## src/rtl/delimited_decimal_frame_parser_macros.svh

```systemverilog
// ----------------------------------------------------------------------------
// delimited_decimal_frame_parser_macros.svh
// Assertion macros of the frame parser, used by ddfp_ctrl. All checks are
// clocked on aclk and are off while aresetn is low.
// ----------------------------------------------------------------------------
`ifndef DELIMITED_DECIMAL_FRAME_PARSER_MACROS_SVH
`define DELIMITED_DECIMAL_FRAME_PARSER_MACROS_SVH

// Same-cycle implication: when ante holds, cons holds in that cycle.
`define DDFP_ASSERT_IMP(lbl, ante, cons) \
    lbl: assert property (@(posedge aclk) disable iff (!aresetn) (ante) |-> (cons)) \
        else $error("ddfp assertion failed");

// Next-cycle implication: when ante holds, cons holds in the following cycle.
`define DDFP_ASSERT_NXT(lbl, ante, cons) \
    lbl: assert property (@(posedge aclk) disable iff (!aresetn) (ante) |=> (cons)) \
        else $error("ddfp assertion failed");

`endif

```

## src/rtl/ddfp_pkg.sv

```systemverilog
// ----------------------------------------------------------------------------
// ddfp_pkg
// Shared types and character codes of the delimited decimal frame parser.
// ----------------------------------------------------------------------------
package ddfp_pkg;

    // Delimiter and digit characters
    localparam logic [7:0] CH_OPEN  = 8'h23;  // '#'
    localparam logic [7:0] CH_CLOSE = 8'h24;  // '$'
    localparam logic [7:0] CH_SEP   = 8'h2C;  // ','
    localparam logic [7:0] CH_ZERO  = 8'h30;  // '0'

    // Saturation limits of the digit counters
    localparam logic [6:0] TOTAL_MAX     = 7'd127;
    localparam logic [3:0] FIELD_CNT_MAX = 4'd15;

    // Commands from the controller to the datapath
    typedef struct packed {
        logic open_frame;  // clear all counters for a new frame
        logic digit;       // take the input byte as a digit
        logic sep;         // field separator seen
        logic emit_start;  // point the emit index at field zero
        logic rd_en;       // read the field store at the emit index
        logic idx_step;    // advance the emit index
    } cmd_t;

    // Status from the datapath to the controller
    typedef struct packed {
        logic is_open;     // input byte is the frame opener
        logic is_close;    // input byte is the frame closer
        logic is_sep;      // input byte is the field separator
        logic total_full;  // exactly FIELDS*DIGITS digits received
        logic field_ok;    // current field holds exactly DIGITS digits
        logic idx_last;    // emit index points at the final field
    } status_t;

endpackage

```

## src/rtl/ddfp_ctrl.sv

```systemverilog
// ----------------------------------------------------------------------------
// ddfp_ctrl
// Frame state machine: classifies accepted bytes into commands for the
// datapath and sequences the emission of the stored field values.
// ----------------------------------------------------------------------------
`include "delimited_decimal_frame_parser_macros.svh"

module ddfp_ctrl (
    input  logic              aclk,
    input  logic              aresetn,
    input  logic              s_tvalid,
    output logic              s_tready,
    output logic              m_tvalid,
    input  logic              m_tready,
    input  ddfp_pkg::status_t status,
    output ddfp_pkg::cmd_t    cmd
);

    typedef enum logic [1:0] {
        ST_IDLE,
        ST_RECV,
        ST_READ,
        ST_SHOW
    } state_t;

    state_t state_reg, state_next;
    logic   s_fire;
    logic   m_fire;

    // Handshake follows the state directly
    assign s_tready = (state_reg == ST_IDLE) || (state_reg == ST_RECV);
    assign m_tvalid = (state_reg == ST_SHOW);
    assign s_fire   = s_tvalid && s_tready;
    assign m_fire   = m_tvalid && m_tready;

    // Decode commands and next state
    always_comb begin
        cmd        = '0;
        state_next = state_reg;
        unique case (state_reg)
            ST_IDLE: begin
                if (s_fire && status.is_open) begin
                    cmd.open_frame = 1'b1;
                    state_next     = ST_RECV;
                end
            end
            ST_RECV: begin
                if (s_fire) begin
                    priority if (status.is_close) begin
                        if (status.total_full) begin
                            cmd.emit_start = 1'b1;
                            state_next     = ST_READ;
                        end
                    end else if (status.is_sep) begin
                        cmd.sep = 1'b1;
                        if (!status.field_ok) begin
                            state_next = ST_IDLE;
                        end
                    end else begin
                        cmd.digit = 1'b1;
                    end
                end
            end
            ST_READ: begin
                cmd.rd_en  = 1'b1;
                state_next = ST_SHOW;
            end
            ST_SHOW: begin
                if (m_fire) begin
                    if (status.idx_last) begin
                        state_next = ST_IDLE;
                    end else begin
                        cmd.idx_step = 1'b1;
                        state_next   = ST_READ;
                    end
                end
            end
            default: begin
                state_next = ST_IDLE;
            end
        endcase
    end

    // Hold state
    always_ff @(posedge aclk) begin
        if (!aresetn) begin
            state_reg <= ST_IDLE;
        end else begin
            state_reg <= state_next;
        end
    end

    // Input and output sides never open together
    `DDFP_ASSERT_IMP(a_sides_exclusive, 1'b1, !(s_tready && m_tvalid))
    // A complete frame stops input until its fields are out
    `DDFP_ASSERT_NXT(a_close_stalls_input,
        s_fire && (state_reg == ST_RECV) && status.is_close && status.total_full,
        !s_tready && !m_tvalid)
    // Final field taken returns to listening
    `DDFP_ASSERT_NXT(a_last_returns_idle, m_fire && status.idx_last, s_tready)
    // Each non-final field taken is followed by a read of the field store
    `DDFP_ASSERT_NXT(a_read_between_fields, m_fire && !status.idx_last,
        !m_tvalid && !s_tready)

endmodule

```

## src/rtl/ddfp_datapath.sv

```systemverilog
// ----------------------------------------------------------------------------
// ddfp_datapath
// Digit counters, weighted accumulation of each field, the field value
// store and the emit index.
// ----------------------------------------------------------------------------
module ddfp_datapath #(
    parameter int FIELDS = 4,
    parameter int DIGITS = 4
) (
    input  logic              aclk,
    input  logic              aresetn,
    input  logic              cfg_we,
    input  logic              cfg_wdata,
    input  logic [7:0]        s_byte,
    input  ddfp_pkg::cmd_t    cmd,
    output ddfp_pkg::status_t status,
    output logic [15:0]       value,
    output logic [3:0]        field_index
);

    localparam int TOTAL = FIELDS * DIGITS;
    localparam int PW    = (DIGITS > 1) ? $clog2(DIGITS) : 1;
    localparam int IW    = (FIELDS > 1) ? $clog2(FIELDS) : 1;

    logic          ascii_mode_reg;
    logic [6:0]    digit_total_reg;
    logic [3:0]    digits_in_field_reg;
    logic [PW-1:0] pos_reg;
    logic [IW-1:0] field_ptr_reg;
    logic [IW-1:0] idx_reg;
    logic [15:0]   acc_reg;
    logic [15:0]   acc_next;
    logic [15:0]   rd_data_reg;
    logic [15:0]   field_mem [FIELDS];

    logic [15:0]   digit_val;
    logic [15:0]   wt;
    logic [15:0]   term;
    logic          store;

    // Weight of a digit position: 10 to the power of the places after it
    function automatic logic [15:0] weight_of(input logic [PW-1:0] pos);
        logic [15:0] w;
        w = 16'd1;
        for (int e = 0; e < DIGITS; e++) begin
            if (e + 1 + int'(pos) < DIGITS) begin
                w = (w << 3) + (w << 1);
            end
        end
        return w;
    endfunction

    // Classify the input byte and report counter conditions
    always_comb begin
        status.is_open    = (s_byte == ddfp_pkg::CH_OPEN);
        status.is_close   = (s_byte == ddfp_pkg::CH_CLOSE);
        status.is_sep     = (s_byte == ddfp_pkg::CH_SEP);
        status.total_full = (digit_total_reg == 7'(TOTAL));
        status.field_ok   = (digits_in_field_reg == 4'(DIGITS));
        status.idx_last   = (idx_reg == IW'(FIELDS - 1));
    end

    // Weighted digit term, wrapped to 16 bits
    assign digit_val = ascii_mode_reg ? ({8'h00, s_byte} - {8'h00, ddfp_pkg::CH_ZERO})
                                      : {8'h00, s_byte};
    assign wt        = weight_of(pos_reg);
    assign term      = digit_val * wt;
    assign acc_next  = (pos_reg == '0) ? term : acc_reg + term;
    assign store     = cmd.digit && (digit_total_reg < 7'(TOTAL));

    // Hold the mode register
    always_ff @(posedge aclk) begin
        if (!aresetn) begin
            ascii_mode_reg <= 1'b1;
        end else if (cfg_we) begin
            ascii_mode_reg <= cfg_wdata;
        end
    end

    // Advance the digit counters, saturating past the limits
    always_ff @(posedge aclk) begin
        if (!aresetn) begin
            digit_total_reg     <= '0;
            digits_in_field_reg <= '0;
        end else if (cmd.open_frame) begin
            digit_total_reg     <= '0;
            digits_in_field_reg <= '0;
        end else if (cmd.sep) begin
            digits_in_field_reg <= '0;
        end else if (cmd.digit) begin
            if (digit_total_reg < ddfp_pkg::TOTAL_MAX) begin
                digit_total_reg <= digit_total_reg + 7'd1;
            end
            if (digits_in_field_reg < ddfp_pkg::FIELD_CNT_MAX) begin
                digits_in_field_reg <= digits_in_field_reg + 4'd1;
            end
        end
    end

    // Track field and position of the next stored digit
    always_ff @(posedge aclk) begin
        if (!aresetn) begin
            pos_reg       <= '0;
            field_ptr_reg <= '0;
        end else if (cmd.open_frame) begin
            pos_reg       <= '0;
            field_ptr_reg <= '0;
        end else if (store) begin
            if (pos_reg == PW'(DIGITS - 1)) begin
                pos_reg <= '0;
                if (field_ptr_reg != IW'(FIELDS - 1)) begin
                    field_ptr_reg <= field_ptr_reg + IW'(1);
                end
            end else begin
                pos_reg <= pos_reg + PW'(1);
            end
        end
    end

    // Accumulate the current field
    always_ff @(posedge aclk) begin
        if (store) begin
            acc_reg <= acc_next;
        end
    end

    // Field store: write on each digit below the frame total, registered read for emission
    always_ff @(posedge aclk) begin
        if (store) begin
            field_mem[field_ptr_reg] <= acc_next;
        end
        if (cmd.rd_en) begin
            rd_data_reg <= field_mem[idx_reg];
        end
    end

    // Step through the fields while emitting
    always_ff @(posedge aclk) begin
        if (!aresetn) begin
            idx_reg <= '0;
        end else if (cmd.emit_start) begin
            idx_reg <= '0;
        end else if (cmd.idx_step) begin
            idx_reg <= idx_reg + IW'(1);
        end
    end

    assign value       = rd_data_reg;
    assign field_index = 4'(idx_reg);

endmodule

```

## src/rtl/delimited_decimal_frame_parser.sv

```systemverilog
// ----------------------------------------------------------------------------
// delimited_decimal_frame_parser
// Parses '#'-opened, ','-separated, '$'-closed frames of decimal digits and
// streams out one 16-bit value per field.
// ----------------------------------------------------------------------------
// Every byte (opener, separator, closer, digit, or ignored byte) is accepted
// while s_tready is high. A closing '$' after exactly FIELDS*DIGITS digits
// stops input and emits FIELDS result transactions; each is read from the
// field store in ST_READ and then offered on the output in ST_SHOW until it
// is taken. No input is accepted while results are being emitted. The
// ascii_mode register (reset 1) subtracts '0' from each digit when set.
// ----------------------------------------------------------------------------
module delimited_decimal_frame_parser #(
    parameter int FIELDS = 4,
    parameter int DIGITS = 4
) (
    input  logic        aclk,
    input  logic        aresetn,
    // Configuration: ascii_mode
    input  logic        cfg_we,
    input  logic        cfg_wdata,
    // Input stream
    input  logic        s_tvalid,
    output logic        s_tready,
    input  logic [7:0]  s_tdata,   // [7:0] rx_byte
    // Result stream
    output logic        m_tvalid,
    input  logic        m_tready,
    output logic [23:0] m_tdata,   // [15:0] value, [19:16] field_index, [23:20] zero
    output logic        m_tlast    // last field of the frame
);

    ddfp_pkg::cmd_t    cmd;
    ddfp_pkg::status_t status;
    logic [15:0]       value;
    logic [3:0]        field_index;

    // Frame controller
    ddfp_ctrl u_ctrl (
        .aclk     (aclk),
        .aresetn  (aresetn),
        .s_tvalid (s_tvalid),
        .s_tready (s_tready),
        .m_tvalid (m_tvalid),
        .m_tready (m_tready),
        .status   (status),
        .cmd      (cmd)
    );

    // Counters, accumulator and field store
    ddfp_datapath #(
        .FIELDS (FIELDS),
        .DIGITS (DIGITS)
    ) u_datapath (
        .aclk        (aclk),
        .aresetn     (aresetn),
        .cfg_we      (cfg_we),
        .cfg_wdata   (cfg_wdata),
        .s_byte      (s_tdata),
        .cmd         (cmd),
        .status      (status),
        .value       (value),
        .field_index (field_index)
    );

    // Pack the result transaction
    assign m_tdata = {4'b0000, field_index, value};
    assign m_tlast = status.idx_last;

endmodule
```

## config.mk

```make
export PLATFORM = sky130hd
export DESIGN_NAME = delimited_decimal_frame_parser
export DESIGN_NICKNAME = d
export VERILOG_FILES = /design/src/rtl/ddfp_pkg.sv /design/src/rtl/ddfp_ctrl.sv /design/src/rtl/ddfp_datapath.sv /design/src/rtl/delimited_decimal_frame_parser.sv
export VERILOG_INCLUDE_DIRS = /design/src /design/src/rtl
export SDC_FILE = /design/constraint.sdc
export NUM_CORES = 1
export LEC_CHECK = 0
export BUFFER_PORTS_ARGS = -buffer_cell sky130_fd_sc_hd__buf_4
export CAP_MARGIN = 20
export CORE_MARGIN = 2
export CORE_UTILIZATION = 55
export DETAILED_ROUTE_END_ITERATION = 10
export GPL_ROUTABILITY_DRIVEN = 0
export HOLD_SLACK_MARGIN = 0.03
export PLACE_DENSITY = 0.74
export SYNTH_ARGS = -nofsm -noshare
export SYNTH_HDL_FRONTEND = slang
export SYNTH_SLANG_ARGS = --single-unit
export TNS_END_PERCENT = 100
```

## constraint.sdc

```tcl
create_clock -name aclk -period 14.58 [get_ports aclk]
set_clock_uncertainty 0.2 [all_clocks]
set_input_delay 2.916 -clock aclk [delete_from_list [all_inputs] [get_ports aclk]]
set_output_delay 2.916 -clock aclk [all_outputs]
set_load 0.02 [all_outputs]
```

==> results.md <==
Final layout:
- 0 antenna diodes ended up in the layout.
- The area growth from synthesis to layout is 11.80%.
- The post-layout utilization of the core is 0.6297.
- The flip-flop count of the largest register after layout is between 60 and 70.
- The cell area after layout is 10,000 um2.
- In the final layout, the share of cells above drive strength 1 is 0.1198.
- The net count of the finished layout is roughly 1,000.

STA:
- The clock period could shrink to 10.33 ns.
- The max-slew violation count is 0.
- The fmax is between 90 and 100 MHz.
- The final hold violation count is 0.
- For the pin with the worst max-slew slack, the measured transition is between 0.9 and 1 ns.
- The final-report setup violation count is 0.
- Setup repair after global routing left no endpoint under its margin.
- The setup total negative slack is 0 ns.
- Dividing the final minimum period by the clock period gives 0.7088.
- Measured against its own limit, the worst slew margin works out to 0.3339.

Synthesis:
- The portion of the post-synthesis area used by sequential elements is 0.3669.
- The largest total area in the synthesized netlist belongs to sky130_fd_sc_hd__edfxtp_1.
- Counting instances in the post-synthesis netlist gives the leading cell types as sky130_fd_sc_hd__inv_1 (147), sky130_fd_sc_hd__edfxtp_1 (96), sky130_fd_sc_hd__ha_1 (83), sky130_fd_sc_hd__fa_1 (71), sky130_fd_sc_hd__nor2_1 (58).
- Counting flops and latches in the post-synthesis netlist gives between 100 and 150.
- The per-instance average area after synthesis is 11.14 um2.
- The number of synthesized flops with an enable pin is between 90 and 100.
- After synthesis, the share of flip-flops with an asynchronous set or reset is 0.
- Synthesis produced a netlist whose cell count is between 800 and 900.
- The total number of yosys warnings is 0.
- The share of synthesized area in the top cell type comes to 0.3222.
- The library cell with the highest instance count after synthesis is sky130_fd_sc_hd__inv_1.
- The synthesized area is around 8900 um2.
- Counting distinct cell types in the post-synthesis netlist gives 65.
- The primary flip-flop cell chosen by synthesis mapping is sky130_fd_sc_hd__edfxtp_1.
- In the post-synthesis netlist, the biggest area contributors are sky130_fd_sc_hd__edfxtp_1 (32%), sky130_fd_sc_hd__fa_1 (16%), sky130_fd_sc_hd__ha_1 (12%).

Pwr:
- The switching share of total power is 0.4111.
- The combinational cell fraction of total power is 0.603.
- The reported net switching power is 0.9376 mW.
- The worst supply voltage drop on vdd is approximately 0.18 mV.
- The analysis attributes to cell leakage a power of ~4.5 nW.
- The power per cell area is ~230 nW/um2.
- The internal power contribution is 1.343 mW.
- The clock share of power is 0.173.
- Of the total power, registers draw 0.224.

Die:
- The die covers between 15,000 and 20,000 um2.
- The die is between 100 and 150 um wide.
- After floorplanning, the core was divided into 46 placement rows.
- For this configuration, the core starts out at a cell density of 0.5632.
- Pin placement for this block handled 41 I/O pins.
- The die is 131.5 um tall.
- The region available for standard cell placement spans 15,890 um2.

Place:
- Summing all placed instances gives a cell area of approximately 9400 um2.
- During placement, the flow inserted port buffers numbering 34.
- Detailed placement finished with a half-perimeter wire length of 12,420 um.

Setup path:
- The arrival time of the worst setup path is roughly 10 ns.
- The largest individual stage delay along the critical path comes from the cell sky130_fd_sc_hd__fa_1.
- The most used cell along the critical path is sky130_fd_sc_hd__fa_1.
- The worst setup path category is in -> reg.
- The largest single stage delay on the critical path is ~0.63 ns.
- The maximum fanout along the worst path is 7.
- STA puts the critical path data required time at approximately 15 ns.
- STA classifies the critical path endpoint as a register.
- The number of buffer and inverter stages on the critical path is 6.
- The setup slack of the most critical reg-to-reg path is about 5.9 ns.
- The cell family contributing the most delay on the critical path is adder cells.
- The sort of element at the start of the critical path is an input port.

Routing:
- The highest metal layer with signal wires is met4.
- The detailed-route DRC error count is 0.
- Before antenna repair, the detailed router went through 4 iterations.
- The number of DRC markers after the initial detailed-route iteration is 311.
- The remaining antenna violation count after routing is 0.
- The met2 routed wirelength is about 8500 um.
- Using the TritonRoute via totals, the vias-per-cell ratio works out to between 5 and 6.
- The sum of routed wire length over all layers is 17,110 um.
- The average wire length per cell after detail routing is ~16 um.
- After detailed routing, the met3 layer carries around 690 um of wire.
- The routed metal-1 wirelength is 7733 um.
- The total via count in the routed design is 5,722.

CTS:
- The worst-case clock buffer depth is 2.
- The clock latency on the worst-skew pair is 0.41 ns.
- The H-tree generated during clock tree synthesis spans 4 levels.
- Buffers inserted to repair hold after CTS numbered 0.
- After clock tree synthesis, the clock-pin slew on the worst setup and hold paths is roughly 0.050 ns.
- The TritonCTS clock tree is done.
- The number of clock sinks is about 120.
- The CTS buffer count is 17.
- Post-CTS timing repair inserted 0 buffers for setup.
- In this run, post-CTS repair resized a total of 0 instances.
- CTS placed an instance of sky130_fd_sc_hd__clkbuf_16 at the clock tree root.

GRT:
- The via count of the first global-routing pass came to 5,897.
- The total track usage is 0.2124.
- The number of antenna violations at the first check in global routing is 0.
- The leftover overflow at the end of global routing is 0.
- The global-route wire length before repair is 28,920 um.
- Entering global routing, the biggest net connects 24 pins.

Flow run:
- The max-cap violation count is 0.

Outcome:
- The flow ran to the end, and the final reports show no timing, DRC or antenna violations.

Min path:
- The tightest min-delay check is of the reg -> reg type.
power by group through the flow:
stage / combinational, mW / clock (mW) / sequential (mW)
2_1_floorplan: 1.08 / 0 / 0.516
3_3_place_gp: 1.35 / 0 / 0.517
3_5_place_dp: 1.39 / 0 / 0.517
4_1_cts: 1.39 / 0.399 / 0.510
5_1_grt: 1.58 / 0.413 / 0.510
6_report: 1.38 / 0.395 / 0.510
worst register-to-register path, delay by kind of cell (launching register included):
family                   cells  cell delay (ns)
adder cells (fa/ha/maj)      9             4.22
AND/OR/NAND/NOR              4             1.01
multiplexers                 1             0.54
buffers and inverters        7             0.60
AO/OA/AOI/OAI                5             0.80
flip-flops                   1             0.47
XOR/XNOR                     2             0.59
through the flow:
stage                     total power, mW  setup slack, ns  hold WS (ns)  std cells
after global routing                2.508            3.733        0.3838       1076
after floorplan                     1.594            4.495        0.3102        808
after detailed placement            1.907            3.787        0.3382       1044
after global placement              1.864            4.018        0.3380       1044
after CTS                           2.303            4.227        0.3458       1076
final                               2.281            4.245        0.3414       1076
final timing paths:
kind	depth (start not counted)	startpoint	to
min reg2reg	2	u_datapath.digits_in_field_reg[1]$_SDFFE_PP0P_	u_datapath.digits_in_field_reg[1]$_SDFFE_PP0P_
max reg2reg	28	u_datapath.pos_reg[1]$_SDFFE_PP0P_	u_datapath.field_mem[0][15]$_DFFE_PP_
max	28	s_tdata[4]	u_datapath.field_mem[0][15]$_DFFE_PP_
min	2	u_datapath.digits_in_field_reg[1]$_SDFFE_PP0P_	u_datapath.digits_in_field_reg[1]$_SDFFE_PP0P_
logic make-up after synthesis:
kind of cell             Yosys count  synth area share
AO/OA/AOI/OAI                     83           0.05999
XOR/XNOR                          50           0.05370
adder cells (fa/ha/maj)          154            0.2749
buffers and inverters            170           0.07397
flip-flops                       116            0.3669
multiplexers                      30           0.05664
other                              1         0.0004191
AND/OR/NAND/NOR                  199            0.1134
placed cells by master, fill, tap and decap left out, drive strengths merged, types with 20 or more instances in the layout:
master  count
a21oi      21
dfxtp      20
inv       150
fa         71
and2       33
xnor2      29
nand2      44
edfxtp     96
o21ai      24
ha         83
buf        40
nor2       58
routing by layer:
metal,up-vias,global-route usage
met5,-,0
met4,0,0.05314
met3,18,0.04938
met2,121,0.3621
met1,2824,0.2758
li1,2759,-
area by class of cell:
type / instances / area (um2)
Clock buffer: 17 / 425.4
Clock inverter: 15 / 140.1
Fill cell: 1293 / 5882
Inverter: 150 / 563.0
Multi-Input combinational cell: 522 / 5021
Sequential cell: 116 / 3283
Tap cell: 216 / 270.3
Timing Repair Buffer: 40 / 300.3
Power figures use the tool's default switching activity.
